`src/design/crb_fifo.sv`:
```
// small first-in first-out queue of packed words, head read straight from registers
// depends on nothing outside this file
`default_nettype none

module crb_fifo #(
   parameter int WIDTH = 8,
   parameter int DEPTH = 2
) (
   input  logic             clock,
   input  logic             reset,
   input  logic             push,
   input  logic [WIDTH-1:0] wdata,
   output logic             full,
   input  logic             pop,
   output logic [WIDTH-1:0] rdata,
   output logic             empty
);

   localparam int PTR_W = $clog2(DEPTH);
   localparam int CNT_W = $clog2(DEPTH + 1);

   logic [WIDTH-1:0] mem_ff [DEPTH];
   logic [PTR_W-1:0] wr_ptr_ff, wr_ptr_in;
   logic [PTR_W-1:0] rd_ptr_ff, rd_ptr_in;
   logic [CNT_W-1:0] count_ff, count_in;
   logic             do_push, do_pop;

   // status and handshakes
   assign full    = (count_ff == CNT_W'(DEPTH));
   assign empty   = (count_ff == '0);
   assign do_push = push & ~full;
   assign do_pop  = pop & ~empty;
   assign rdata   = mem_ff[rd_ptr_ff];

   // pointer and fill count next values
   always_comb begin
      wr_ptr_in = wr_ptr_ff;
      rd_ptr_in = rd_ptr_ff;
      if (do_push) begin
         wr_ptr_in = (wr_ptr_ff == PTR_W'(DEPTH - 1)) ? '0 : wr_ptr_ff + 1'b1;
      end
      if (do_pop) begin
         rd_ptr_in = (rd_ptr_ff == PTR_W'(DEPTH - 1)) ? '0 : rd_ptr_ff + 1'b1;
      end
      count_in = count_ff + CNT_W'(do_push) - CNT_W'(do_pop);
   end

   always_ff @(posedge clock) begin
      if (reset) begin
         wr_ptr_ff <= '0;
         rd_ptr_ff <= '0;
         count_ff  <= '0;
      end else begin
         wr_ptr_ff <= wr_ptr_in;
         rd_ptr_ff <= rd_ptr_in;
         count_ff  <= count_in;
      end
   end

   // storage
   always_ff @(posedge clock) begin
      if (do_push) begin
         mem_ff[wr_ptr_ff] <= wdata;
      end
   end

endmodule

`default_nettype wire

```
`config.mk`:
```
export PLATFORM = sky130hd
export DESIGN_NAME = crb_fifo
export DESIGN_NICKNAME = d
export VERILOG_FILES = /design/src/design/crb_fifo.sv
export SDC_FILE = /design/constraint.sdc
export NUM_CORES = 1
export LEC_CHECK = 0
export BUFFER_PORTS_ARGS = -buffer_cell sky130_fd_sc_hd__buf_2
export CAP_MARGIN = 20
export CELL_PAD_IN_SITES_DETAIL_PLACEMENT = 0
export CELL_PAD_IN_SITES_GLOBAL_PLACEMENT = 1
export CORE_MARGIN = 2
export CORE_UTILIZATION = 36
export DETAILED_ROUTE_END_ITERATION = 8
export PLACE_DENSITY_LB_ADDON = 0.1
export SLEW_MARGIN = 40
export SYNTH_ARGS = -nofsm -noshare
export SYNTH_HDL_FRONTEND = slang
export SYNTH_SLANG_ARGS = --single-unit
```
`constraint.sdc`:
```
create_clock -name clock -period 1.7 [get_ports clock]
set_clock_uncertainty 0.1 [all_clocks]
set_input_delay 0.17 -clock clock [delete_from_list [all_inputs] [get_ports clock]]
set_output_delay 0.17 -clock clock [all_outputs]
set_load 0.01 [all_outputs]
```
After elaboration in Yosys (flattened, before gate mapping):

Memory sizes are Yosys's and may differ from the RTL's. A register that Yosys moved wholly into a read port is not among the register bits.
Cells that the tools add are included.

* register bits after elaboration: 4
* RAM bits: 16
* input port bits: 12
* output and inout bits: 10
* word-level logic and storage cells: 20
* memories: 1

Memories
* mem_ff: depth 2, width 8, rd ports 1, clocked after memory_dff 1, wr ports 1, RTL line 22 `logic [WIDTH-1:0] mem_ff [DEPTH];`

* $add $sub $neg: 4
* equality and inequality tests: 1
* multiplexer cells: 6
* bitwise operators: 4
* reduce and logical (&&, ||, !) cells: 1

Operator list (count)
* $mux 1: 6
* $add 1x1->1 const B: 2
* $add 2x1->2: 1
* $and 1x1->1: 2
* $eq 2x2->1 const B: 1
* $logic_not 2->1: 1
* $not 1->1: 2
* $sub 2x1->2: 1

Depth between registers and ports, before layout:

* word-level depth: 5
* gate-level depth with buffers: 8
* depth with buffers taken out: 8

Worst setup path after synthesis:

Ideal clock, no wire load.

* path kind: reg-to-reg
* from: reg count_ff[1]
* to: reg count_ff[1]
* setup time: 0.078 ns
* data arrival time: 1.400 ns
* slack: 0.122 ns
* stages on the path, launching flop included: 8
* buffers on the path: 0
* period minus slack after synthesis: 1.578 ns
* cells stage by stage: dfxtp_1 o21a_2 ha_1 inv_1 ha_1 xor2_1 and2_1 nor3_1

RTL lines
* start, declared: RTL line 25 `logic [CNT_W-1:0] count_ff, count_in;`
* start signal, assigned: RTL line 56 `count_ff <= count_in;`
* $logic_not 2->1: RTL line 30 `assign empty = (count_ff == '0);`
* $not 1->1: RTL line 32 `assign do_pop = pop & ~empty;`
* $and 1x1->1: RTL line 32
* net do_pop: RTL line 26 `logic do_push, do_pop;`
* $sub 2x1->2: RTL line 45 `count_in = count_ff + CNT_W'(do_push) - CNT_W'(do_pop);`

The timed path passes the listed nets, and every way through them passes these cells.
A chain may end at the register's enable or synchronous reset.

Worst setup path in the final report:

* from: reg count_ff[0]
* to: reg count_ff[1]

The elaborated chain is that of the path after synthesis.

==> metrics.txt <==
status=completed; clk slew on worst S/H paths=0.10 ns; total CTS buffers=3; worst path required time=1.81 ns; Buf+Inv Stages, Crit Path=1; first-pass GRT wire length=2.01 mm; register bit count reported by yosys=21; post-DR wirelength/cell=roughly 11 µm; WL met1=546 µm; Slew Viols, Final=0; Hold Path Class=primary input to register; worst path cell trace=o21a_4 > ha_4 > inv_2 > ha_4 > xor2_2 > and2_4 > nor3_2; Seq/Total Area, Yosys=71.6%; CP delay by family, top=adder cells; initial core utilization=37.4%; Net Sw Frac=30.1%; ANT cells=0; Placed Cells=102; final period demand of the worst path=about 1.7 ns; uppermost layer routed=met3; Mapped Area=811 µm²; startpoint types=register; crit path DAT=1.79 ns; Netlist cell types=21; Antenna Violating Nets Remaining=0; area delta synth->final=42.4%; final setup violation count=0; GRT overflow=0; TritonCTS clock tree=done; synthesized area per cell=between 15 and 20 µm²; CTS Buffer Depth=2; die area=around 0.0026 mm²; Logic pwr share=36.7%; clock sinks=21; min-delay src=push; async set-reset flop share out of synthesis=0%; crit path capture type=register; Rel. slew slack=85.4%; clock latency on the worst-skew pair=~0.28 ns; EDFF count, synth=16; GR Util All Layers=10.4%; kind of critical path=register to register; Synth Net Count=66; most used cell along the critical path=ha_4; Area after DPL=~960 µm²; layout cell share with drive strength beyond 1=50.6%; met3 routed WL=51 µm; final wirelength=1.27 mm; drt pass-1 iters=4; Area contributors post-synth=edfxtp_1 (59%), dfxtp_1 (12%), mux2_1 (6.9%); internal power=1.08 mW; fin crit share=98.6%; vias in the first global route=485; maximum level of the CTS H-tree=1; Design Area, Final=~0.0012 mm²; DRC errors left=0; area of the multi-input gates=264 µm²; Critical Path Start=count_ff[0]; Std-Cell Rows=17; largest net degree at the start of global routing=12; Final Hold Fails=0; crit-path max FO=4; number of antenna violations at the first check in global routing=0; net switching power=between 0.4 and 0.5 mW; Total Power=around 1.5 mW; most common cell in the netlist=edfxtp_1; fillers=205; yosys warns=0; storage element area=589 µm²; Max VDD drop=0.865 mV; Final Net Count=104; RSZ-0062 raised after global routing=yes; most frequent cells after synthesis=edfxtp_1 (16), dfxtp_1 (5), mux2_1 (5), nor2_1 (4); critical register-to-register path startpoint=count_ff[0]; Pleak=0.467 nW; final std cells w/o fill=117; Vias=497; PortBufs=21; Top FF cell, synth=edfxtp_1; Power Dens Cells=1330 mW/mm²; Placer Congestion=0.621; Fmax achieved=~600 MHz; Core ar.=roughly 0.0022 mm²; met2 wire length=about 680 µm; Die Wd=51.5 µm; Ports=22; top cell type's share of synthesized area=59.3%; post-synthesis cell count=52; Clock Power Share=14.5%; Die Ht=51.5 µm; Root Buffer=clkbuf_4; DRT iter0 DRCs=6; via-per-instance ratio=4.25; top cell type by total area after synthesis=edfxtp_1; Slew @ Worst Pin=~0.22 ns; max incr delay on CP=0.37 ns; Flop pwr share=48.8%; Max Cap Viol=0; CP max stage cell=dfxtp_4; HPWL after DPL=848 µm
[state kept, by name, indices dropped and copies added (netlist names), named ones only]
register,count
count_ff,2
wr_ptr_ff,1
rd_ptr_ff,1
mem_ff,16
[worst reg2reg max path, cell delays in order (launching register included)]
cell	delay, ns
dfxtp_4	0.37
o21a_4	0.22
ha_4	0.26
inv_2	0.03
ha_4	0.15
xor2_2	0.17
and2_4	0.14
nor3_2	0.16
[final cells by class]
type / count / area share, %
sequential: 21 / 51.0
multi-input combinational: 26 / 22.9
timing repair buffer: 34 / 19.5
tap: 28 / 3.03
clock buffer: 4 / 2.28
inverter: 4 / 1.30
[power by group through the flow]
stage	logic, mW	registers [mW]	clock network [mW]
floorplan	0.312	0.706	0
global placement	0.437	0.744	0
detailed placement	0.439	0.745	0
CTS	0.456	0.732	0.233
global route	0.633	0.769	0.258
finish	0.565	0.753	0.223
[layer usage]
metal / up-vias / global-route usage (%)
met2: 11 / 18.4
met3: 0 / 2.63
li1: 259 / -
met1: 227 / 12.5
met4: 0 / 2.63
met5: - / 0
[placed cells by master, fill, tap and decap left out, types with 2 or more instances in the layout]
master,count
mux2_2,3
ha_4,2
buf_2,21
inv_2,2
edfxtp_1,16
dfxtp_1,2
clkbuf_4,3
dlygate4sd3_1,9
inv_1,2
dfxtp_4,2
mux2_1,5
nor2_1,4
buf_4,4
[logic make-up (layout without fill, tap and decap cells)]
logic type               Yosys count  after routing  share of synthesized area [%]
multiplexers                       8              8                           11.1
flip-flops                        21             21                           71.6
AO/OA/AOI/OAI                      3              3                           2.31
buffers and inverters              5             42                           2.47
AND/OR/NAND/NOR                   11             11                           7.25
adder cells (fa/ha/maj)            2              2                           3.09
XOR/XNOR                           2              2                           2.16
[metrics by stage]
stage / hold slack, ns / setup WS, ns / utilization, % / TNS, ns
final: 0.174 / 0.0232 / 53.2 / 0
after floorplan: 0.139 / 0.122 / - / 0
after detailed placement: 0.262 / 0.0232 / 44.3 / 0
after global placement: 0.259 / 0.0617 / 44.3 / 0
after CTS: 0.00405 / 0.00345 / 49.2 / 0
after global routing: 0.183 / -0.0559 / 53.2 / -0.0559
[what timing repair did]
item | in CTS | in global routing
buffers inserted | 0 | 2
hold buffers | 8 | 1
endpoints found under the hold margin | 16 | 2
gates resized for setup | 0 | 15
endpoints found under the setup margin | 0 | 9
[path summary, 6_finish.rpt]
| check | cells after the start | end | slack [ns] |
|---|---|---|---|
| max | 7 | count_ff[1] | 0.02 |
| min reg2reg | 2 | wr_ptr_ff | 0.40 |
| max reg2reg | 7 | count_ff[1] | 0.02 |
| min | 4 | wr_ptr_ff | 0.17 |
Note: power is estimated with default switching activity, not from simulation.
