File: src/design/crb_pkg.sv
// shared types, codes and constants for the catmull-rom to bezier stream core
// depends on nothing; every other file but crb_fifo refers to it by scoped names
`default_nettype none

package crb_pkg;

   // tension register
   localparam int TIGHT_WIDTH = 15;
   localparam logic [TIGHT_WIDTH-1:0] TIGHT_RESET = 15'd8192;

   // weights are in units of 1/(3 * 2^14); rounding adds half of that unit
   localparam int ROUND_SHIFT = 14;
   localparam int ROUND_BIAS  = 24576;

   // geometry of a job and of the queues
   localparam int NUM_COORDS   = 4;
   localparam int NUM_POINTS   = 4;
   localparam int JOB_DEPTH    = 2;
   localparam int OUT_DEPTH    = 8;
   localparam int LANE_LATENCY = 5;

   // what the front part hands to the back part for one accepted word
   localparam int JOB_MODE_WIDTH = 3;
   typedef enum logic [JOB_MODE_WIDTH-1:0] {
      JOB_ERR       = 3'd0,
      JOB_START     = 3'd1,
      JOB_START_END = 3'd2,
      JOB_INNER     = 3'd3,
      JOB_INNER_END = 3'd4
   } job_mode_type;

   typedef enum logic [1:0] {
      SEG_START = 2'd0,
      SEG_INNER = 2'd1,
      SEG_END   = 2'd2
   } seg_kind_type;

   localparam logic STATUS_OK    = 1'b0;
   localparam logic STATUS_SHORT = 1'b1;

   // point slots of a job: three window points and the current one
   localparam logic [1:0] PT0 = 2'd0;
   localparam logic [1:0] PT1 = 2'd1;
   localparam logic [1:0] PT2 = 2'd2;
   localparam logic [1:0] PT3 = 2'd3;

   // value = round((2^14 * (u + 2v) + t * (x - y)) / (3 * 2^14))
   typedef struct packed {
      logic [1:0] u;
      logic [1:0] v;
      logic [1:0] x;
      logic [1:0] y;
   } op_sel_type;

   typedef struct packed {
      logic [1:0]   point_index;
      seg_kind_type segment_kind;
      logic         run_end;
      logic         status;
   } rsp_meta_type;

   localparam int META_WIDTH = $bits(rsp_meta_type);

   typedef struct packed {
      logic [7:0] quot;
      logic [1:0] rem;
   } div3_type;

   // operand slots for each bezier point of each segment kind
   function automatic op_sel_type sel_ops(input seg_kind_type kind, input logic [1:0] idx);
      op_sel_type sel;
      sel = '{u: PT1, v: PT1, x: PT1, y: PT1};
      case (kind)
         SEG_START: begin
            case (idx)
               2'd0:    sel = '{u: PT1, v: PT1, x: PT1, y: PT1};
               2'd1:    sel = '{u: PT1, v: PT2, x: PT1, y: PT3};
               2'd2:    sel = '{u: PT2, v: PT2, x: PT1, y: PT3};
               default: sel = '{u: PT2, v: PT2, x: PT2, y: PT2};
            endcase
         end
         SEG_INNER: begin
            case (idx)
               2'd0:    sel = '{u: PT1, v: PT1, x: PT1, y: PT1};
               2'd1:    sel = '{u: PT1, v: PT1, x: PT2, y: PT0};
               2'd2:    sel = '{u: PT2, v: PT2, x: PT1, y: PT3};
               default: sel = '{u: PT2, v: PT2, x: PT2, y: PT2};
            endcase
         end
         SEG_END: begin
            case (idx)
               2'd0:    sel = '{u: PT2, v: PT2, x: PT2, y: PT2};
               2'd1:    sel = '{u: PT2, v: PT2, x: PT3, y: PT1};
               2'd2:    sel = '{u: PT3, v: PT2, x: PT3, y: PT1};
               default: sel = '{u: PT3, v: PT3, x: PT3, y: PT3};
            endcase
         end
         default: sel = '{u: PT1, v: PT1, x: PT1, y: PT1};
      endcase
      return sel;
   endfunction

   // one byte of long division by three; remainder in is at most two
   function automatic div3_type div3_byte(input logic [1:0] rem_in, input logic [7:0] digit);
      logic [9:0]  num;
      logic [19:0] scaled;
      logic [9:0]  back;
      div3_type    res;
      num      = {rem_in, digit};
      scaled   = 20'(num) * 20'd683;
      res.quot = scaled[18:11];
      back     = num - 10'(res.quot) * 10'd3;
      res.rem  = back[1:0];
      return res;
   endfunction

endpackage

`default_nettype wire

File: src/design/crb_front.sv
// front part: takes input words, keeps the three-point window and point count,
// and turns each word that closes a segment or ends a short curve into a back-part job; uses crb_pkg
`default_nettype none

module crb_front #(
   parameter int VW = 32
) (
   input  logic                 clock,
   input  logic                 reset,
   input  logic                 push,
   output logic                 full,
   input  logic signed [VW-1:0] in_x,
   input  logic signed [VW-1:0] in_y,
   input  logic signed [VW-1:0] in_z,
   input  logic [VW-2:0]        in_radius,
   input  logic                 last_point,
   output logic                 job_push,
   output logic [crb_pkg::JOB_MODE_WIDTH+crb_pkg::NUM_POINTS*crb_pkg::NUM_COORDS*VW-1:0]
                                job_word,
   input  logic                 job_full
);

   localparam int PTW = crb_pkg::NUM_COORDS * VW;

   logic [VW-1:0]        win_ff [3][crb_pkg::NUM_COORDS];
   logic [VW-1:0]        win_in [3][crb_pkg::NUM_COORDS];
   logic [VW-1:0]        cur    [crb_pkg::NUM_COORDS];
   logic [1:0]           seen_ff, seen_in;
   logic                 accept;
   logic                 has_job;
   crb_pkg::job_mode_type mode;

   assign full   = job_full;
   assign accept = push & ~job_full;

   assign cur[0] = in_x;
   assign cur[1] = in_y;
   assign cur[2] = in_z;
   assign cur[3] = {1'b0, in_radius};

   // classify the word by how many points of this curve came before it
   always_comb begin
      has_job = 1'b0;
      mode    = crb_pkg::JOB_ERR;
      case (seen_ff)
         2'd2: begin
            has_job = 1'b1;
            mode    = last_point ? crb_pkg::JOB_START_END : crb_pkg::JOB_START;
         end
         2'd3: begin
            has_job = 1'b1;
            mode    = last_point ? crb_pkg::JOB_INNER_END : crb_pkg::JOB_INNER;
         end
         default: begin
            has_job = last_point;
            mode    = crb_pkg::JOB_ERR;
         end
      endcase
   end

   assign job_push = accept & has_job;

   // job word: window points in slots 0..2, current point in slot 3
   always_comb begin
      job_word = '0;
      job_word[$bits(job_word)-1 -: crb_pkg::JOB_MODE_WIDTH] = mode;
      for (int c = 0; c < crb_pkg::NUM_COORDS; c++) begin
         job_word[0 * PTW + c * VW +: VW] = win_ff[0][c];
         job_word[1 * PTW + c * VW +: VW] = win_ff[1][c];
         job_word[2 * PTW + c * VW +: VW] = win_ff[2][c];
         job_word[3 * PTW + c * VW +: VW] = cur[c];
      end
   end

   // window shift and point count
   always_comb begin
      for (int c = 0; c < crb_pkg::NUM_COORDS; c++) begin
         win_in[0][c] = win_ff[1][c];
         win_in[1][c] = win_ff[2][c];
         win_in[2][c] = cur[c];
      end
      if (last_point) begin
         seen_in = 2'd0;
      end else if (seen_ff == 2'd3) begin
         seen_in = 2'd3;
      end else begin
         seen_in = seen_ff + 2'd1;
      end
   end

   always_ff @(posedge clock) begin
      if (reset) begin
         seen_ff <= 2'd0;
      end else if (accept) begin
         seen_ff <= seen_in;
      end
   end

   always_ff @(posedge clock) begin
      if (accept) begin
         win_ff <= win_in;
      end
   end

endmodule

`default_nettype wire

File: config.mk
export PLATFORM = sky130hd
export DESIGN_NAME = crb_front
export DESIGN_NICKNAME = d
export VERILOG_FILES = /design/src/design/crb_pkg.sv /design/src/design/crb_front.sv
export SDC_FILE = /design/constraint.sdc
export NUM_CORES = 1
export LEC_CHECK = 0
export ABC_CLOCK_PERIOD_IN_PS = 16750
export BUFFER_PORTS_ARGS = -buffer_cell sky130_fd_sc_hd__buf_4
export CAP_MARGIN = 40
export CELL_PAD_IN_SITES_DETAIL_PLACEMENT = 0
export CELL_PAD_IN_SITES_GLOBAL_PLACEMENT = 1
export CORE_AREA = 2 2 252 254
export CTS_CLUSTER_DIAMETER = 60
export DETAILED_ROUTE_END_ITERATION = 6
export DIE_AREA = 0 0 254 256
export GPL_TIMING_DRIVEN = 0
export PLACE_DENSITY = 0.5
export SLEW_MARGIN = 40
export SYNTH_ARGS = -nofsm -noshare
export SYNTH_HDL_FRONTEND = slang
export SYNTH_SLANG_ARGS = --single-unit
File: constraint.sdc
create_clock -name clock -period 16.75 [get_ports clock]
set_clock_uncertainty 0.2 [all_clocks]
set_input_delay 1.675 -clock clock [delete_from_list [all_inputs] [get_ports clock]]
set_output_delay 1.675 -clock clock [all_outputs]
set_load 0.02 [all_outputs]
# After elaboration in Yosys (flattened, before gate mapping)
# Cells that the tools add are included.
# totals
ff_bits	383
in_bits	132
out_inout_bits	517
elab_cells	26
# classes
n_addsub	1
eq_ne	2
muxes	6
n_bitwise	3
reduce_logical	1
# ops
op	n
2-bit two-way mux	3
3-bit one-hot mux with 2 select lines	1
2-bit equality test (second input constant)	2
3-bit two-way mux	1
2-bit by 1-bit adder with 2-bit output (second input constant)	1
1-bit bitwise AND	2
2-bit OR reduction	1
1-bit two-way mux	1
1-bit NOT	1

# Logic depth before layout (Yosys ltp)
# Gate-level depths: netlist of run 1.
# logic_depth
word_depth	4
mapped_depth	2

# Worst setup path after synthesis of run 1
# No wires, ideal clock.
# synth_timing
path_type	input -> output
start	input job_full
end	output job_push
arrival_time_ns	6.733
required_ns	14.875
slack_ns	8.142
stages	2
path_cell_list	and2b_2 o21a_1
# synth_between
elab_chain_cells	3
# synth_lines
item	line_no	text
start, declared	crb_front.sv:20	input logic job_full
1-bit NOT	crb_front.sv:34	assign accept = push & ~job_full;
1-bit bitwise AND	crb_front.sv:34	
1-bit bitwise AND	crb_front.sv:61	assign job_push = accept & has_job;
end, declared	crb_front.sv:17	output logic job_push,
# No other way between the ends.

# Worst setup path after layout of run 1
# layout_timing
start	input job_full
end	output job_push
# layout_between
elab_chain_cells	3
# layout_lines
item	line_no	text
1-bit NOT	crb_front.sv:34	
1-bit bitwise AND	crb_front.sv:34	
named net accept	crb_front.sv:29	logic accept;
1-bit bitwise AND	crb_front.sv:61	
# The timed path passes the listed nets, and every way through them passes these cells.

==> impl_summary.txt, run 1 <==
----------------------------------------------------
[Placement]
  Global placer's final weighted congestion ... 0.757
  Port Buffers ... 644
  HPWL after detailed placement ... 32.7 mm

[Cells and area]
  Filler instances ... approximately 6.2k
  Number of antenna repair diodes ... 0
  Highest-count cells in the layout ignoring fill and taps ... 776 x sky130_fd_sc_hd__buf_4, 381 x sky130_fd_sc_hd__edfxtp_1, 47 x sky130_fd_sc_hd__clkbuf_16, 11 x sky130_fd_sc_hd__clkbuf_1, 11 x sky130_fd_sc_hd__clkinv_1
  Area added between synthesis and finish ... 61.1%
  Most common library cell in the layout ignoring fill and taps ... sky130_fd_sc_hd__buf_4
  Final layout net count ... ~1.4k
  Share of cells above drive strength 1 ... about 67%

[Global route]
  Maximum number of pins on one net before global-route repair ... 38
  Antenna violations before repair ... 2
  Global-route wire length before repair ... ~56 mm
  Global-route congestion overflow total ... 0
  Number of global-route vias before repair ... 7717
  Total global routing track utilization ... 12.1%

[Critical path]
  CP Capture Type ... output pin
  Worst Path Arrival ... roughly 2.6 ns
  Worst reg2reg path depth ... 0
  Reg2Reg Capture Point ... job_word[193]
  Startpoint of the most critical register-to-register path ... job_word[321]
  Required time worst endpoint ... 14.87 ns
  Worst Setup SP ... job_full
  Worst Path Class, Setup ... input pin to output pin
  Worst-path fanout max ... 18
  Last element of the critical path ... job_push
  Kind of start point of the critical path ... input pin
  Worst reg2reg setup slack ... 15.69 ns

[CTS]
  TritonCTS clock tree ... yes
  CTS Sinks ... 383
  Buffers inserted by post-CTS timing repair ... 0
  Clk Latency, worst-skew pair ... between 0.5 and 0.6 ns
  Buffer depth of the longest clock path ... 3
  Number of clock buffers inserted by TritonCTS ... 47
  Cell at the root of the clock tree ... sky130_fd_sc_hd__clkbuf_16
  Post-CTS Hold Buffers ... 0
  Quantity of gates resized following cts ... 0
  Worst-path clk slew ... 0.06 ns
  H-tree depth ... 2

[Synth]
  Yosys warnings ... 0
  Post-synth cell types ... 16
  Fraction of the yosys area taken by sequential cells ... 91.3%
  Synthesized instance count ... around 530
  Register bit count reported by yosys ... 383
  Average footprint of a synthesized cell ... 23.8 um^2
  Combined area of all synthesized cells ... 12600 um^2

[Status]
  Outcome ... completed

[Floorplanning]
  Core Box Area ... 62400 um^2
  Number of standard-cell rows in the floorplan ... slightly above 90
  I/O Pins ... roughly 650
  Die height ... 256 um
  Chip width ... roughly 250 um
  Die Area ... 65000 um^2
  Effective utilization at floorplan ... around a fifth

[STA]
  Highest clock frequency the design can meet ... 0.226 GHz
  Total Negative Setup Slacks ... 0 ns
  Period Utilization, post-route ... 26.4%
  Max Transition Viols Final ... 0
  Count of endpoints failing setup in the final report ... 0
  Final min period ... 4.42 ns
  Hold Vio Cnt, Final ... 0
  Post-route worst hold slack ... 0.248 ns
  Unrepaired setup endpoints after global routing ... no

[Routing]
  Via count ... 7393
  First-iteration detailed-routing DRC count ... 352
  Final routed wirelength across all metal layers ... 41.3 mm
  Post-route ant nets ... 0
  DRC violations left ... 0
  Post-DR vias/cell ... approximately 3.5
  Post-detailed-route wirelength per cell ... 19.5 um
  Count of TritonRoute iterations in the first routing pass ... 4

[Power]
  Pleak ... a little over 8 nW
  Power per cell area ... 117 nW/um^2
  Worst vdd ir ... 78.1 uV

[Run]
  Number of maximum-capacitance constraint violations ... 0

[Worst hold path]
  Class of the tightest hold or removal check ... register to register

----------------------------------------------------
-- registers in the layout, indices dropped and copies added, names as in the netlist --
register  cells
job_word    381
seen_ff       2
-- final cells by class --
type,count,area (um^2),area share (%)
Clock inverter,25,303,1.50
Inverter,1,3.75,0.0185
Tap cell,846,1060,5.23
Buffer,132,991,4.89
Sequential cell,383,11500,56.7
Timing Repair Buffer,656,5090,25.1
Clock buffer,58,1220,6.01
Multi-Input combinational cell,16,109,0.537
-- routing by layer --
layer | track usage, % | share of wire [%] | vias up
met2 | 22.4 | 53 | 457
met4 | 3.22 | 2.0 | 4
met3 | 6.48 | 14 | 57
met1 | 11.3 | 32 | 3563
li1 | - | - | 3312
met5 | 0 | 0.080 | -
-- worst min path at each step --
stage / start / to / slack, ns / depth (start not counted)
floorplan: seen_ff[1] / seen_ff[1] / 0.30 / 2
global placement: job_word[242] / job_word[114] / 0.23 / 0
detailed placement: job_word[319] / job_word[191] / 0.23 / 0
CTS: job_word[357] / job_word[229] / 0.25 / 0
global route: job_word[231] / job_word[103] / 0.26 / 0
finish: job_word[314] / job_word[186] / 0.25 / 0
-- critical path, cell delays in order --
cell and delay (ns):
sky130_fd_sc_hd__buf_4 0.12, sky130_fd_sc_hd__and2b_4 0.45, sky130_fd_sc_hd__o21a_1 0.17, sky130_fd_sc_hd__buf_4 0.13
-- report_power, final --
part | switching, mW | internal, mW
registers | 0.0208 | 1.10
logic | 0.135 | 0.109
clock network | 0.397 | 0.610
total | 0.552 | 1.82
-- cells by family (layout without fill, tap and decap cells) --
| family | Yosys count | in the layout | share of synthesized area, % |
|---|---|---|---|
| other | 1 | 4 | 0.0298 |
| flip-flops | 383 | 383 | 91.3 |
| AND/OR/NAND/NOR | 8 | 8 | 0.408 |
| AO/OA/AOI/OAI | 3 | 3 | 0.259 |
| XOR/XNOR | 1 | 1 | 0.0697 |
| buffers and inverters | 133 | 872 | 7.91 |
-- stage by stage --
stage | cells | setup WS [ns] | area (um^2) | utilization (%) | power, mW
2_1_floorplan | 532 | 8.14 | 12600 | - | 1.25
3_3_place_gp | 2022 | 5.94 | 18500 | 29.6 | 1.40
3_5_place_dp | 2034 | 12.32 | 18700 | 30.0 | 1.39
4_1_cts | 2117 | 12.32 | 20300 | 32.5 | 2.42
5_1_grt | 2117 | 12.25 | 20300 | 32.5 | 2.47
6_report | 2117 | 12.33 | 20300 | 32.5 | 2.37
-- synth_stat cells --
master	number	area [um^2]
sky130_fd_sc_hd__o32ai_2	1	16.3
sky130_fd_sc_hd__a221oi_1	1	8.76
sky130_fd_sc_hd__o21a_1	1	7.51
sky130_fd_sc_hd__buf_4	132	991
sky130_fd_sc_hd__xnor2_1	1	8.76
sky130_fd_sc_hd__and2b_2	1	8.76
sky130_fd_sc_hd__nand2b_1	1	6.26
sky130_fd_sc_hd__nor2_1	2	7.51
sky130_fd_sc_hd__or3b_1	1	8.76
sky130_fd_sc_hd__conb_1	1	3.75
sky130_fd_sc_hd__edfxtp_1	381	11400
sky130_fd_sc_hd__nand3b_1	1	7.51
sky130_fd_sc_hd__and3_1	1	6.26
sky130_fd_sc_hd__inv_1	1	3.75
sky130_fd_sc_hd__dfxtp_1	2	40.0
sky130_fd_sc_hd__nor2b_1	1	6.26
No activity file was read; power rests on OpenSTA's default activity.
==> run 2: changes to the inputs <==
ABC_CLOCK_PERIOD_IN_PS = 4540   (was 16750)
CORE_AREA = 2 2 255 257   (was 2 2 252 254)
DIE_AREA = 0 0 257 259   (was 0 0 254 256)
PLACE_DENSITY = 0.49   (was 0.5)
clock period = 4.54 ns   (was 16.75 ns; I/O delays follow)
==> impl_summary.txt, run 2 (same netlist as run 1, synthesis figures left out) <==
----------------------------------------------------
[Status]
  Outcome ... completed

[Cells and area]
  Area added between synthesis and finish ... 70.6%
  Most common library cell in the layout ignoring fill and taps ... sky130_fd_sc_hd__buf_4
  Highest-count cells in the layout ignoring fill and taps ... 776 x sky130_fd_sc_hd__buf_4, 381 x sky130_fd_sc_hd__edfxtp_1, 130 x sky130_fd_sc_hd__dlygate4sd3_1, 47 x sky130_fd_sc_hd__clkbuf_16, 13 x sky130_fd_sc_hd__clkbuf_1
  Final layout net count ... 1498 (+9.4%)
  Max FFs per register ... 381 (unchanged)
  Number of antenna repair diodes ... 0 (unchanged)
  Final std cell area, no fill ... 21500 um^2 (+5.9%)
  Share of cells above drive strength 1 ... 60.8% (-6.2 points)

[Power]
  Worst vdd ir ... 257 uV (+230%)
  Switching share of power ... 23.8% (+0.55 points)
  Power per cell area ... 400 nW/um^2 (+240%)
  Sw Pwr ... 2.04 mW (+270%)
  Share of total power in the clock network ... 40.2% (-2.2 points)
  Power Total ... 8.59 mW (+260%)
  Pleak ... 8.71 nW (+5.9%)
  Share of power burned in combinational logic ... 11.5% (+1.2 points)
  Power Internal ... 6.55 mW (+260%)
  Sequential fraction of design power ... 48.3% (+1.0 points)

[Critical path]
  Worst Setup SP ... job_full
  Most numerous cell on the critical path ... sky130_fd_sc_hd__buf_12
  Slowest stage cell on the critical path ... sky130_fd_sc_hd__and2b_4
  CP Capture Type ... register
  Kind of start point of the critical path ... input pin
  Worst Path Class, Setup ... input pin to register
  Cell Chain, Critical Path ... buf_4 > and2b_4 > buf_12 > buf_16 > buf_12 > buf_12 > buf_12
  Worst-path fanout max ... 36 (+18)
  Required time worst endpoint ... 4.59 ns (-10.28 ns)
  Worst Path Arrival ... 2.32 ns (-0.23 ns)
  Startpoint of the most critical register-to-register path ... seen_ff[0]
  Longest individual stage delay on the worst path ... 0.55 ns (+0.10 ns)

[Placement]
  Global placer's final weighted congestion ... 0.795 (+5.1%)
  Port Buffers ... 644 (unchanged)
  HPWL after detailed placement ... 31.7 mm (-3.3%)
  Placed Area ... 18700 um^2 (about the same)

[STA]
  Highest clock frequency the design can meet ... 0.439 GHz
  Total Negative Setup Slacks ... 0 ns (unchanged)
  Period Utilization, post-route ... 50.1%
  Unrepaired setup endpoints after global routing ... no
  Final min period ... 2.28 ns
  Hold Vio Cnt, Final ... 0 (unchanged)
  Count of endpoints failing setup in the final report ... 0 (unchanged)
  Max Transition Viols Final ... 0 (unchanged)

[Routing]
  First-iteration detailed-routing DRC count ... 290 (-18%)
  Count of TritonRoute iterations in the first routing pass ... 6 (+2)
  Via count ... 7868 (+6.4%)
  Post-route ant nets ... 0 (unchanged)
  DRC violations left ... 0 (unchanged)
  Post-detailed-route wirelength per cell ... 18.4 um (-5.9%)
  Final routed wirelength across all metal layers ... 41.5 mm (+0.35%)
  Post-DR vias/cell ... 3.48 (-0.22%)

[Worst hold path]
  Class of the tightest hold or removal check ... input pin to register
  Beginning of the worst hold path ... job_full

[CTS]
  Number of clock buffers inserted by TritonCTS ... 46 (-2.1%)
  H-tree depth ... 2 (unchanged)
  CTS Sinks ... 383 (unchanged)
  Worst-path clk slew ... 0.06 ns (about the same)
  Buffers inserted by post-CTS timing repair ... 0 (unchanged)
  Buffer depth of the longest clock path ... 3 (unchanged)
  Cell at the root of the clock tree ... sky130_fd_sc_hd__clkbuf_16
  Post-CTS Hold Buffers ... 130 (+130)
  Quantity of gates resized following cts ... 0 (unchanged)
  TritonCTS clock tree ... yes
  Clk Latency, worst-skew pair ... 0.56 ns (about the same)

[Floorplanning]
  Effective utilization at floorplan ... 19.7% (-0.47 points)
  Die Area ... 66600 um^2 (+2.4%)
  Chip width ... 257 um (+1.2%)
  I/O Pins ... 649 (unchanged)
  Core Box Area ... 63900 um^2 (+2.4%)
  Die height ... 259 um (+1.2%)
  Number of standard-cell rows in the floorplan ... 93 (+1.1%)

[Global route]
  Maximum number of pins on one net before global-route repair ... 38 (unchanged)
  Global-route wire length before repair ... 57.5 mm (+2.7%)
  Global-route congestion overflow total ... 0 (unchanged)
  Antenna violations before repair ... 1 (-1)
  Number of global-route vias before repair ... 8226 (+6.6%)
  Total global routing track utilization ... 11.8% (-0.27 points)

[Run]
  Number of maximum-capacitance constraint violations ... 0 (unchanged)

----------------------------------------------------
==> run 2: cell count changes in the layout (fill, tap and decap cells not counted), sizes merged <==
| cell | delta |
|---|---|
| bufinv | -5 |
| clkbuf | +4 |
| clkinv | +1 |
| clkinvlp | +3 |
| dlygate4sd3 | +130 |
| inv | -1 |
==> run 2: worst max-delay path, delay by kind of cell <==
kind | cells | cell delay [ns]
buffers and inverters | 6 | 1.23
AND/OR/NAND/NOR | 1 | 0.55
==> run 2: cell type report <==
| class | count | area (um^2) |
|---|---|---|
| plain buffers | 132 | 991 |
| clock buffers | 62 | 1250 |
| inverters | 1 | 3.75 |
| flip-flops and latches | 383 | 11500 |
| fillers | 6185 | 42400 |
| well taps | 855 | 1070 |
| clock inverters | 23 | 160 |
| multi-input cells | 16 | 109 |
| repair buffers | 786 | 6380 |
==> run 2: path summary, 6_finish.rpt <==
check,endpoint,slack [ns],depth (start not counted)
worst min-delay path,seen_ff[0],0.05,3
worst min register to register,job_word[5],0.24,0
worst max-delay path,job_word[195],2.26,7
worst max register to register,seen_ff[1],2.97,3
==> run 2: routing by layer <==
layer / global-route usage [%] / up-vias / routed length (um)
met2: 21.1 / 447 / 21200
met1: 12.2 / 3774 / 14600
met5: 0 / - / 0
li1: - / 3583 / -
met4: 3.57 / 0 / 982
met3: 5.51 / 64 / 4640
==> run 2: through the flow <==
| stage | utilization [%] | hold slack [ns] | std cells | setup WS, ns |
|---|---|---|---|---|
| floorplan | - | 0.300 | 532 | -0.0879 |
| global placement | 28.9 | 0.232 | 2031 | -1.65 |
| detailed placement | 29.3 | 0.234 | 2043 | 1.63 |
| CTS | 33.6 | 0.00661 | 2258 | 2.24 |
| global route | 33.6 | 0.0393 | 2258 | 2.16 |
| finish | 33.6 | 0.0495 | 2258 | 2.26 |
==> run 2: power by group through the flow <==
stage	logic [mW]	clock network (mW)	registers [mW]
6_report	0.989	3.45	4.15
3_5_place_dp	0.912	0	4.22
3_3_place_gp	0.890	0	4.25
4_1_cts	1.01	3.60	4.15
5_1_grt	1.04	3.72	4.17
2_1_floorplan	0.221	0	4.40
